## config.mk

```make
export PLATFORM = sky130hd
export DESIGN_NAME = binary_diff_isolated_pixel_filter_unit
export DESIGN_NICKNAME = d
export VERILOG_FILES = /design/src/rtl/core/bdip_pkg.sv /design/src/rtl/core/bdip_ram.sv /design/src/rtl/core/bdip_window_cell.sv /design/src/rtl/core/bdip_result_fifo.sv /design/src/rtl/core/binary_diff_isolated_pixel_filter_unit.sv
export VERILOG_INCLUDE_DIRS = /design/src /design/src/rtl/core
export SDC_FILE = /design/constraint.sdc
export NUM_CORES = 2
export LEC_CHECK = 0
export ABC_AREA = 1
export BUFFER_PORTS_ARGS = -buffer_cell sky130_fd_sc_hd__buf_2
export CORE_UTILIZATION = 59
export CTS_BUF_LIST = sky130_fd_sc_hd__clkbuf_2
export DETAILED_ROUTE_END_ITERATION = 8
export GPL_TIMING_DRIVEN = 0
export MAX_ROUTING_LAYER = met4
export PLACE_DENSITY_LB_ADDON = 0.15
export REMOVE_ABC_BUFFERS = 1
export SLEW_MARGIN = 20
export SYNTH_ARGS = -nofsm -noshare
export SYNTH_HDL_FRONTEND = slang
export SYNTH_HIERARCHICAL = 1
export SYNTH_SLANG_ARGS = --single-unit
```

## constraint.sdc

```tcl
create_clock -name clk -period 19.1 [get_ports clk]
set_input_delay 1.91 -clock clk [delete_from_list [all_inputs] [get_ports clk]]
set_output_delay 1.91 -clock clk [all_outputs]
set_load 0.01 [all_outputs]
```

## src/rtl/core/binary_diff_isolated_pixel_filter_unit_defines.svh

```systemverilog
// Assertion macros shared by the filter RTL.
`ifndef BINARY_DIFF_ISOLATED_PIXEL_FILTER_UNIT_DEFINES_SVH
`define BINARY_DIFF_ISOLATED_PIXEL_FILTER_UNIT_DEFINES_SVH
`ifndef SYNTH
`define BDIP_ASSERT_CLK(label, clock, reset, prop, msg) \
  label: assert property (@(posedge clock) disable iff (reset) prop) else $error(msg);
`define BDIP_ASSERT(label, prop, msg) \
  `BDIP_ASSERT_CLK(label, clk, rst, prop, msg)
`else
`define BDIP_ASSERT_CLK(label, clock, reset, prop, msg)
`define BDIP_ASSERT(label, prop, msg)
`endif
`endif

```

## src/rtl/core/bdip_pkg.sv

```systemverilog
package bdip_pkg;

  localparam int PIX_W      = 8;
  localparam int SIZE_W     = 11;
  localparam int COORD_W    = 10;
  localparam int PUSH_MAX   = 3;
  localparam int PUSH_N_W   = 2;
  localparam int FIFO_DEPTH = 8;
  localparam int FIFO_PTR_W = 3;
  localparam int FIFO_CNT_W = 4;

  localparam logic [1:0] REG_REF_THRESHOLD  = 2'd0;
  localparam logic [1:0] REG_TEST_THRESHOLD = 2'd1;
  localparam logic [1:0] REG_FRAME_WIDTH    = 2'd2;
  localparam logic [1:0] REG_FRAME_HEIGHT   = 2'd3;

  localparam logic [PIX_W-1:0]  REF_THRESHOLD_RESET  = 8'd89;
  localparam logic [PIX_W-1:0]  TEST_THRESHOLD_RESET = 8'd50;
  localparam logic [SIZE_W-1:0] FRAME_WIDTH_RESET    = 11'd720;
  localparam logic [SIZE_W-1:0] FRAME_HEIGHT_RESET   = 11'd720;

  typedef logic [2:0] column_t;

  localparam column_t CENTER_ONLY = 3'b010;

  typedef struct packed {
    logic [COORD_W-1:0] row;
    logic [COORD_W-1:0] col;
    logic               stain;
    logic               last_of_run;
    logic               frame_done;
  } result_t;

  typedef struct packed {
    logic [PUSH_N_W-1:0]          n;
    result_t [PUSH_MAX-1:0]       items;
  } push_t;

endpackage

```

## src/rtl/core/bdip_ram.sv

```systemverilog
module bdip_ram #(
  parameter int WIDTH = 2,
  parameter int DEPTH = 1024
) (
  input  logic                     clk,
  input  logic                     we,
  input  logic [$clog2(DEPTH)-1:0] waddr,
  input  logic [WIDTH-1:0]         wdata,
  input  logic [$clog2(DEPTH)-1:0] raddr,
  output logic [WIDTH-1:0]         rdata
);

  logic [WIDTH-1:0] mem [DEPTH];

  always_ff @(posedge clk) begin
    if (we) begin
      mem[waddr] <= wdata;
    end
    rdata <= mem[raddr];
  end

endmodule

```

## src/rtl/core/bdip_window_cell.sv

```systemverilog
module bdip_window_cell (
  input  logic              clk,
  input  logic              rst,
  input  logic              shift,
  input  bdip_pkg::column_t col_in,
  output bdip_pkg::column_t col_q,
  output logic              clear
);
  import bdip_pkg::*;

  column_t col;

  always_ff @(posedge clk) begin
    if (rst) begin
      col <= '0;
    end else if (shift) begin
      col <= col_in;
    end
  end

  assign col_q = col;
  assign clear = (col == '0);

endmodule

```

## src/rtl/core/bdip_result_fifo.sv

```systemverilog
module bdip_result_fifo (
  input  logic                            clk,
  input  logic                            rst,
  input  bdip_pkg::push_t                 push,
  input  logic                            pop,
  output bdip_pkg::result_t               head,
  output logic                            not_empty,
  output logic [bdip_pkg::FIFO_CNT_W-1:0] count
);
  import bdip_pkg::*;

  result_t                mem [FIFO_DEPTH];
  logic [FIFO_PTR_W-1:0]  wr_ptr;
  logic [FIFO_PTR_W-1:0]  rd_ptr;
  logic [FIFO_CNT_W-1:0]  count_q;

  always_ff @(posedge clk) begin
    if (rst) begin
      wr_ptr  <= '0;
      rd_ptr  <= '0;
      count_q <= '0;
    end else begin
      wr_ptr  <= wr_ptr + FIFO_PTR_W'(push.n);
      rd_ptr  <= rd_ptr + FIFO_PTR_W'(pop);
      count_q <= count_q + FIFO_CNT_W'(push.n) - FIFO_CNT_W'(pop);
    end
  end

  always_ff @(posedge clk) begin
    for (int k = 0; k < PUSH_MAX; k++) begin
      if (k < int'(push.n)) begin
        mem[wr_ptr + FIFO_PTR_W'(k)] <= push.items[k];
      end
    end
  end

  assign head      = mem[rd_ptr];
  assign not_empty = (count_q != '0);
  assign count     = count_q;

endmodule

```

## src/rtl/core/binary_diff_isolated_pixel_filter_unit.sv

```systemverilog
// Streams raster-order reference/inspected pixel pairs, thresholds each, XORs
// them into a difference mask and removes isolated set pixels with a 3x3
// window; border rows and columns pass unchanged. An input pixel is taken
// every cycle while the 8-entry result queue has room; each result passes
// through the s1 stage register and the result queue before it can leave.
// The output port moves one result per cycle while out_stall is low, which
// sets the sustained rate: one pixel per cycle on every row but the last.
// On the last row of a frame most pixels give two results, so the queue
// fills and stalls the input. Mask history lives in one 2-bit line store of
// MAX_WIDTH entries with a registered read; it needs no clearing after reset.
`include "binary_diff_isolated_pixel_filter_unit_defines.svh"

module binary_diff_isolated_pixel_filter_unit #(
  parameter int MAX_WIDTH  = 1024,
  parameter int MAX_HEIGHT = 1024
) (
  input  logic                          clk,
  input  logic                          rst,
  input  logic                          cfg_we,
  input  logic [1:0]                    cfg_index,
  input  logic [bdip_pkg::SIZE_W-1:0]   cfg_data,
  input  logic                          in_valid,
  output logic                          in_stall,
  input  logic [bdip_pkg::PIX_W-1:0]    ref_pixel,
  input  logic [bdip_pkg::PIX_W-1:0]    test_pixel,
  input  logic                          frame_start,
  output logic                          out_valid,
  input  logic                          out_stall,
  output logic [bdip_pkg::COORD_W-1:0]  out_row,
  output logic [bdip_pkg::COORD_W-1:0]  out_col,
  output logic                          stain,
  output logic                          last_of_run,
  output logic                          frame_done
);
  import bdip_pkg::*;

  localparam int COL_W = $clog2(MAX_WIDTH);
  localparam int ROW_W = $clog2(MAX_HEIGHT);
  localparam logic [12:0] MAXW = 13'(MAX_WIDTH);
  localparam logic [12:0] MAXH = 13'(MAX_HEIGHT);
  localparam logic [COL_W-1:0] W_LAST_MAX = COL_W'(MAX_WIDTH - 1);
  localparam logic [ROW_W-1:0] H_LAST_MAX = ROW_W'(MAX_HEIGHT - 1);

  logic [PIX_W-1:0]  ref_threshold;
  logic [PIX_W-1:0]  test_threshold;
  logic [SIZE_W-1:0] frame_width;
  logic [SIZE_W-1:0] frame_height;

  always_ff @(posedge clk) begin
    if (rst) begin
      ref_threshold  <= REF_THRESHOLD_RESET;
      test_threshold <= TEST_THRESHOLD_RESET;
      frame_width    <= FRAME_WIDTH_RESET;
      frame_height   <= FRAME_HEIGHT_RESET;
    end else if (cfg_we) begin
      case (cfg_index)
        REG_REF_THRESHOLD:  ref_threshold  <= cfg_data[PIX_W-1:0];
        REG_TEST_THRESHOLD: test_threshold <= cfg_data[PIX_W-1:0];
        REG_FRAME_WIDTH:    frame_width    <= cfg_data;
        REG_FRAME_HEIGHT:   frame_height   <= cfg_data;
        default: ;
      endcase
    end
  end

  logic [COL_W-1:0] w_last;
  logic [ROW_W-1:0] h_last;

  always_comb begin
    if (frame_width < 11'd3) begin
      w_last = COL_W'(2);
    end else if ({2'b00, frame_width} > MAXW) begin
      w_last = W_LAST_MAX;
    end else begin
      w_last = COL_W'(frame_width - 11'd1);
    end
    if (frame_height < 11'd3) begin
      h_last = ROW_W'(2);
    end else if ({2'b00, frame_height} > MAXH) begin
      h_last = H_LAST_MAX;
    end else begin
      h_last = ROW_W'(frame_height - 11'd1);
    end
  end

  logic                  in_accept;
  logic [COL_W-1:0]      col_count;
  logic [ROW_W-1:0]      row_count;
  logic [COL_W-1:0]      c0;
  logic [ROW_W-1:0]      r0;
  logic                  d0;
  logic [FIFO_CNT_W-1:0] fifo_count;
  logic [FIFO_CNT_W:0]   room_need;

  logic             s1_valid;
  logic [COL_W-1:0] s1_c;
  logic [ROW_W-1:0] s1_r;
  logic             s1_d;
  logic             s1_clast;
  logic             s1_rlast;

  assign room_need = {1'b0, fifo_count} + (s1_valid ? (FIFO_CNT_W + 1)'(PUSH_MAX) : '0)
                     + (FIFO_CNT_W + 1)'(PUSH_MAX);
  assign in_stall  = (room_need > (FIFO_CNT_W + 1)'(FIFO_DEPTH));
  assign in_accept = in_valid && !in_stall;

  always_comb begin
    c0 = (col_count > w_last) ? w_last : col_count;
    r0 = (row_count > h_last) ? h_last : row_count;
    if (frame_start) begin
      c0 = '0;
      r0 = '0;
    end
    d0 = (ref_pixel > ref_threshold) ^ (test_pixel > test_threshold);
  end

  always_ff @(posedge clk) begin
    if (rst) begin
      col_count <= '0;
      row_count <= '0;
      s1_valid  <= 1'b0;
    end else begin
      s1_valid <= in_accept;
      if (in_accept) begin
        if (c0 == w_last) begin
          col_count <= '0;
          row_count <= (r0 == h_last) ? '0 : r0 + ROW_W'(1);
        end else begin
          col_count <= c0 + COL_W'(1);
          row_count <= r0;
        end
      end
    end
  end

  always_ff @(posedge clk) begin
    if (in_accept) begin
      s1_c     <= c0;
      s1_r     <= r0;
      s1_d     <= d0;
      s1_clast <= (c0 == w_last);
      s1_rlast <= (r0 == h_last);
    end
  end

  logic [1:0] line_rd;
  logic [1:0] line_eff;
  logic [1:0] fwd_data;
  logic       collide;

  bdip_ram #(
    .WIDTH (2),
    .DEPTH (MAX_WIDTH)
  ) u_line_store (
    .clk   (clk),
    .we    (s1_valid),
    .waddr (s1_c),
    .wdata ({line_eff[0], s1_d}),
    .raddr (c0),
    .rdata (line_rd)
  );

  always_ff @(posedge clk) begin
    if (rst) begin
      collide <= 1'b0;
    end else begin
      collide <= in_accept && s1_valid && (s1_c == c0);
    end
  end

  always_ff @(posedge clk) begin
    fwd_data <= {line_eff[0], s1_d};
  end

  assign line_eff = collide ? fwd_data : line_rd;

  column_t column;
  column_t cell_col [2];
  logic    cell_clear [2];

  assign column = {line_eff[1], line_eff[0], s1_d};

  for (genvar i = 0; i < 2; i++) begin : g_cell
    bdip_window_cell u_cell (
      .clk    (clk),
      .rst    (rst),
      .shift  (s1_valid),
      .col_in ((i == 0) ? column : cell_col[0]),
      .col_q  (cell_col[i]),
      .clear  (cell_clear[i])
    );
  end

  push_t            push;
  logic             has_a;
  logic             has_b;
  logic             has_c;
  logic             isolated;
  logic [COL_W-1:0] c_prev;
  logic [ROW_W-1:0] r_prev;

  assign c_prev   = s1_c - COL_W'(1);
  assign r_prev   = s1_r - ROW_W'(1);
  assign has_a    = s1_valid && (s1_r != '0) && (s1_c != '0);
  assign has_b    = s1_valid && (s1_r != '0) && s1_clast;
  assign has_c    = s1_valid && s1_rlast;
  assign isolated = (s1_r > ROW_W'(1)) && (s1_c > COL_W'(1)) && (column == '0)
                    && (cell_col[0] == CENTER_ONLY) && cell_clear[1];

  always_comb begin
    logic [PUSH_N_W-1:0] idx;
    result_t             res;
    push = '0;
    idx  = '0;
    res  = '0;
    if (has_a) begin
      res.row         = COORD_W'(r_prev);
      res.col         = COORD_W'(c_prev);
      res.stain       = cell_col[0][1] && !isolated;
      res.last_of_run = !has_b && !has_c;
      res.frame_done  = 1'b0;
      push.items[idx] = res;
      idx             = idx + PUSH_N_W'(1);
    end
    if (has_b) begin
      res.row         = COORD_W'(r_prev);
      res.col         = COORD_W'(s1_c);
      res.stain       = column[1];
      res.last_of_run = !has_c;
      res.frame_done  = 1'b0;
      push.items[idx] = res;
      idx             = idx + PUSH_N_W'(1);
    end
    if (has_c) begin
      res.row         = COORD_W'(s1_r);
      res.col         = COORD_W'(s1_c);
      res.stain       = s1_d;
      res.last_of_run = 1'b1;
      res.frame_done  = s1_clast;
      push.items[idx] = res;
      idx             = idx + PUSH_N_W'(1);
    end
    push.n = idx;
  end

  result_t head;
  logic    pop;

  assign pop = out_valid && !out_stall;

  bdip_result_fifo u_result_fifo (
    .clk       (clk),
    .rst       (rst),
    .push      (push),
    .pop       (pop),
    .head      (head),
    .not_empty (out_valid),
    .count     (fifo_count)
  );

  assign out_row     = head.row;
  assign out_col     = head.col;
  assign stain       = head.stain;
  assign last_of_run = head.last_of_run;
  assign frame_done  = head.frame_done;

  `BDIP_ASSERT(a_done_is_last, out_valid && frame_done |-> last_of_run, "done but not last")
  `BDIP_ASSERT(a_row0_silent, s1_valid && (s1_r == '0) |-> (push.n == '0), "result from row 0")
  `BDIP_ASSERT(a_fwd_after_write, collide |-> $past(s1_valid), "bypass without a write")
  `BDIP_ASSERT(a_three_at_corner, (push.n == 2'd3) |-> s1_clast && s1_rlast, "three results")

endmodule
```

# ---- Word level (Yosys, flattened, before mapping)
# Memories as Yosys holds them, arrays and structs flattened. A register that Yosys moved wholly into a read port is not among the register bits.
# Cells that the tools add are included.
dict set report word_totals {
  reg_bits 101
  ramBits 2232
  inputBits 35
  out_inout_bits 25
  elab_cells 128
  memories 2
}
# name depth width rd rd_ports_with_merged_regs wr line
set memory_table {}
lappend memory_table {u_line_store.mem 1024 2 1 1 1 bdip_ram.sv:13} ;# logic [WIDTH-1:0] mem [DEPTH];
lappend memory_table {u_result_fifo.mem 8 23 1 1 3 bdip_result_fifo.sv:12} ;# result_t mem [FIFO_DEPTH];
dict set report classes {
  add_sub_neg 16
  order_cmp 18
  n_eq_ne 7
  muxes 34
  bitwise 1
  reduce_logical 31
}
# op count
set ops {}
lappend ops {{69-bit bitwise mux} 2}
lappend ops {{69-bit two-way mux} 2}
lappend ops {{10-bit two-way mux} 11}
lappend ops {{23-bit demux with 2-bit select} 2}
lappend ops {{23-bit two-way mux} 3}
lappend ops {{10-bit by 1-bit subtractor with 10-bit output (second input constant)} 4}
lappend ops {{10-bit == test} 3}
lappend ops {{11-bit > comparator (second input constant)} 2}
lappend ops {{11-bit by 2-bit less-than comparator with 1-bit output (second input constant)} 2}
lappend ops {{10-bit by 1-bit adder with 10-bit output (second input constant)} 2}
lappend ops {{10-bit by 1-bit > comparator with 1-bit output (second input constant)} 2}
lappend ops {{10-bit > comparator} 2}
lappend ops {{10-bit nonzero test} 2}
lappend ops {{8-bit > comparator} 2}
lappend ops {{1-bit logical AND} 16}
lappend ops {{1-bit two-way mux} 9}
lappend ops {{2-bit two-way mux} 4}
lappend ops {{2-bit AND reduction} 4}
lappend ops {{3-bit zero test} 2}
lappend ops {{2-bit by 3-bit less-than comparator with 1-bit output (second input constant)} 2}
lappend ops {{4-bit by 2-bit adder with 5-bit output} 1}
lappend ops {{5-bit by 2-bit adder with 5-bit output (second input constant)} 1}
lappend ops {{5-bit by 4-bit > comparator with 1-bit output (second input constant)} 1}
lappend ops {{1-bit zero test} 5}
lappend ops {{other kinds (17)} 21}

# ---- Logic depth before layout (Yosys ltp)
dict set report logic_depth {
  depth_word 12
  mapped_depth 37
  mapped_depth_nobuf 33
}

# ---- Modules after synthesis
# The synthesis kept the hierarchy.
# mod n_inst cells_each area_each_um2 seq_area_each_um2
set by_module_without_submodules {}
lappend by_module_without_submodules {bdip_ram 1 7976 86953.4 61539.0}
lappend by_module_without_submodules {bdip_result_fifo 1 1786 12852.3 5725.5}
lappend by_module_without_submodules {binary_diff_isolated_pixel_filter_unit 1 1108 7254.5 1931.9}
lappend by_module_without_submodules {bdip_window_cell 2 20 125.1 60.1}

# ---- Worst setup path before layout
# Ideal clock, no wire load.
dict set report synth_path {
  path_kind {register -> register}
  startpoint {reg s1_d}
  endpoint {mem u_line_store.mem[0][0], data pin}
  setup_ns 2.685
  arrival_ns 12.086
  required_time_ns 16.415
  slack_ns 4.329
  path_stages_with_launch 1
  n_path_buf 0
  synth_period_minus_slack_ns 14.771
  path_cell_list {edfxtp_1}
}
# item line
set synth_rtl {}
lappend synth_rtl {{from (decl)} binary_diff_isolated_pixel_filter_unit.sv:98} ;# logic s1_d;
lappend synth_rtl {{from (signal assigned)} binary_diff_isolated_pixel_filter_unit.sv:140} ;# s1_d <= d0;
lappend synth_rtl {{to (decl)} bdip_ram.sv:13}
# Straight into the memory's write port.

# ---- Worst setup path after layout
dict set report layout_path {
  startpoint {reg frame_width[0]}
  endpoint {reg u_line_store.rdata[1] (read register of u_line_store.mem)}
}
dict set report layout_via {
  elab_chain_cells 6
  elab_cells_between_ends 8
  cone_classes {1 x add/sub; 3 x order compare; 4 x mux}
}
# item line
set layout_rtl {}
lappend layout_rtl {{from (decl)} binary_diff_isolated_pixel_filter_unit.sv:46} ;# logic [SIZE_W-1:0] frame_width;
lappend layout_rtl {{from (signal assigned)} binary_diff_isolated_pixel_filter_unit.sv:59} ;# REG_FRAME_WIDTH: frame_width <= cfg_data;
lappend layout_rtl {{10-bit by 1-bit subtractor with 10-bit output or 11-bit > comparator (tied branches)} {binary_diff_isolated_pixel_filter_unit.sv:75, binary_diff_isolated_pixel_filter_unit.sv:72}}
lappend layout_rtl {{10-bit two-way mux} binary_diff_isolated_pixel_filter_unit.sv:72} ;# end else if ({2'b00, frame_width} > MAXW) begin
lappend layout_rtl {{10-bit two-way mux (*)} binary_diff_isolated_pixel_filter_unit.sv:70} ;# if (frame_width < 11'd3) begin
lappend layout_rtl {{10-bit > comparator} binary_diff_isolated_pixel_filter_unit.sv:108} ;# c0 = (col_count > w_last) ? w_last : col_count;
lappend layout_rtl {{10-bit two-way mux (*)} binary_diff_isolated_pixel_filter_unit.sv:108}
lappend layout_rtl {{10-bit two-way mux (*)} binary_diff_isolated_pixel_filter_unit.sv:110} ;# if (frame_start) begin
lappend layout_rtl {{via c0[0]} binary_diff_isolated_pixel_filter_unit.sv:89} ;# logic [COL_W-1:0] c0;
lappend layout_rtl {{to (decl)} bdip_ram.sv:10} ;# output logic [WIDTH-1:0] rdata
# Mark *: on every way through the listed nets, which the timed path passes. The rest lies on a longest branch.
# A chain may end at the register's enable or synchronous reset.

==> results.env <==
TRITONCTS='yes'
FINAL_HOLD_VIOL_COUNT=0
GRT_PASS1_VIAS=81073
FINAL_NETS=11037
CTS-HTREE-LEVELS=6
WORST_SLEW_MARGIN_REL_PCT=11.5
SYN2LAYOUT_AREA_GROWTH_PCT=8.77
POWER.DENSITY_nW_PER_UM2=110
DETAILED_PLACE_HPWL_MM=180
GATE_COUNT_POST_SYNTH=10909
WORST_PATH_MOST_REPEATED_CELL='nand3_1'
CRITICAL_PATH.MAX_STAGE_DELAY_NS=0.59
TOTALWIRELENGTH_MM=307
CRITPATHLAUNCHTYPE='flop'
CTS-ROOT-BUF='clkbuf_2'
DIE_W_UM=428
GRT_SETUP_UNREPAIRED='false'
CLKLATENCYLATEPIN_NS=1.92
LARGEST_FANOUT_OF_ANY_NET_ON_THE_CRITICAL_PATH=209
VDD_DROP_MAX_mV=0.104
IO_BUFFER_COUNT=59
SYNTH-WARNING-COUNT=6
CP-END-KIND='flop'
FINALCLOCKSKEW_NS=0.112
WORST_PATH_REQUIRED_TIME_NS=20.88
HIGHEST_LAYER='met4'
CRIT_TYPE='reg -> reg'
POST_CTS.REPAIR.SETUP_BUFFERS=0
POST-ROUTE-DRC-COUNT=4
TRACK_USAGE_PCT=34.0
DRT_FIRST_ITER_VIOLATIONS=10661
CAP_VIOLATIONS=0
CTSHOLDBUFFERS=0
NUM-FILL-CELLS=14562
FINAL_ANTENNA_NET_COUNT=0
TIGHTEST_SLEW_NS=1.33
TOTAL_CELL_AREA_AT_THE_PLACEMENT_STAGE_UM2=112000
ANTENNA_FOUND_INITIAL=8
FINAL_MIN_PERIOD_OVER_CLOCK_PERIOD_PCT=51.7
GRT_START_MAX_NET_PINS=210
GPL.FINAL_WEIGHTED_CONGESTION=0.885
TIMING.FINAL.WS_SETUP_NS=9.23
FIN_CRIT_NS=9.87
GLOBAL_ROUTE_WIRE_LENGTH_BEFORE_REPAIR_MM=462
DESIGN.DIE.AREA_UM2=184000
WIRE_PER_INST_UM=22.4
CLOCK_SINK_COUNT=2335
CTS-BUFFERS-INSERTED=602
FLOORPLAN.INITIALDENSITY_PCT=59.4
FINALSETUPVIOLCOUNT=0
DRIVE_ABOVE_1_SHARE_PCT=12.0
CLOCK_PATH_BUFFERS=4
DRT_PRE_ANTENNA_ITERS=9
MAPPEDNETLISTAREA_UM2=107000
FINAL_COUNT_OF_PINS_VIOLATING_MAX_SLEW=0
DESIGN_POWER_TOTAL_mW=12.8
FINAL_AREA_UM2=117000
OUTCOME='finished, violations left'
DR_WL_MET2_MM=142
WORST_HOLD_PATH_TYPE='in -> reg'
LEAKAGE_nW=43.3
POST_CTS_RESIZED=0
ROUTE.LAYER.MET1.WL_MM=116
ROWS=156
CRITICAL_PATH_ARRIVAL_NS=11.65
PLACE_WS_NS=9.01
VIAS=83390
SYN_AVG_CELL_AREA_UM2=9.84
OVERFLOW=0
VIOLATIONS_IN_THE_FINAL_REPORTS='DRC'
VIAS_PER_CELL=6.09
IO_PINS=60
REG2REG_SETUP_SLACK_NS=9.23
DIE_HEIGHT_UM=428
MAX_FREQ_MHz=101
CPMAXSTAGEDELAYCELL='buf_16'
TIMING.HOLD.WS_NS=0.259
DESIGN.CORE.AREA_UM2=181000
CLKTRANSATPATHREGS_NS=0.11
MET3WIRELENGTH_MM=34.1
==> stage by stage <==
step                cells  TNS, ns  util, %
floorplan           10066   -48.30        -
global placement    12495        -     59.0
detailed placement  12701        0     61.8
CTS                 13696        0     64.6
global route        13703        0     64.6
finish              13704        0     64.6
==> registers in the layout (all words and copies together) (netlist names), 2 cells and up <==
register              cells
u_line_store/mem       2048
u_result_fifo/mem       184
frame_height             11
frame_width              11
col_count                10
row_count                10
s1_c                     10
s1_r                     10
ref_threshold             8
test_threshold            8
g_cell.u_cell/col_q       6
u_result_fifo/count       4
u_result_fifo/rd_ptr      3
u_result_fifo/wr_ptr      3
fwd_data                  2
u_line_store/rdata        2
==> critical path, delay by kind of cell, from the launching register on <==
family / cells / cell delay [ns]
flops: 1 / 0.36
buf+inv: 13 / 4.13
fa+ha+maj: 2 / 0.56
simple gates: 21 / 3.35
compound gates: 2 / 0.61
==> layer usage <==
layer | GRT usage (%) | up-vias
met5 | - | -
li1 | - | 37938
met1 | 43.2 | 39660
met2 | 53.0 | 4848
met3 | 6.57 | 944
met4 | 15.9 | 0
==> placed cells by master (no fill, tap or decap), types with 5 or more instances in the layout <==
cell type,n
a21oi_1,69
a21oi_4,5
buf_12,38
buf_16,97
buf_2,59
buf_6,31
buf_8,39
bufinv_16,7
clkbuf_2,852
clkinv_1,107
clkinv_2,14
dfxtp_1,76
diode_2,8
edfxtp_1,2255
ha_1,62
inv_1,269
inv_2,49
inv_4,5
inv_8,5
nand2_1,2973
nand2_2,47
nand2_4,29
nand3_1,2306
nand3_2,25
nand3_4,7
nand4_1,231
nor2_1,1308
nor2_2,12
nor2_4,13
nor3_1,37
nor3_2,9
o211ai_1,12
o21ai_0,173
o21ai_1,18
o22ai_1,20
xnor2_1,6
xor2_1,18
==> power breakdown <==
group | total [mW] | internal, mW | switching [mW]
Combinational | 3.24 | 0.900 | 2.34
Sequential | 6.29 | 6.19 | 0.108
Clock | 3.27 | 1.28 | 1.99
Total | 12.8 | 8.36 | 4.44
==> final cells by class <==
type,count,area [µm²],share of cell area [%]
multi-input combinational,7412,33500,28.7
antenna,8,20.0,0.0172
clock inverter,143,749,0.642
sequential,2335,69300,59.4
tap,2370,2970,2.54
clock buffer,852,4260,3.65
timing repair buffer,265,4670,4.00
inverter,319,1270,1.09
==> worst paths after layout <==
check                     from               endpoint  cells after the start
max reg2reg     frame_width[0]  u_line_store/rdata[1]                     38
max             frame_width[0]  u_line_store/rdata[1]                     38
min                cfg_data[9]        frame_height[9]                      3
min reg2reg  test_threshold[2]      test_threshold[2]                      2
Power figures use the tool's default switching activity.
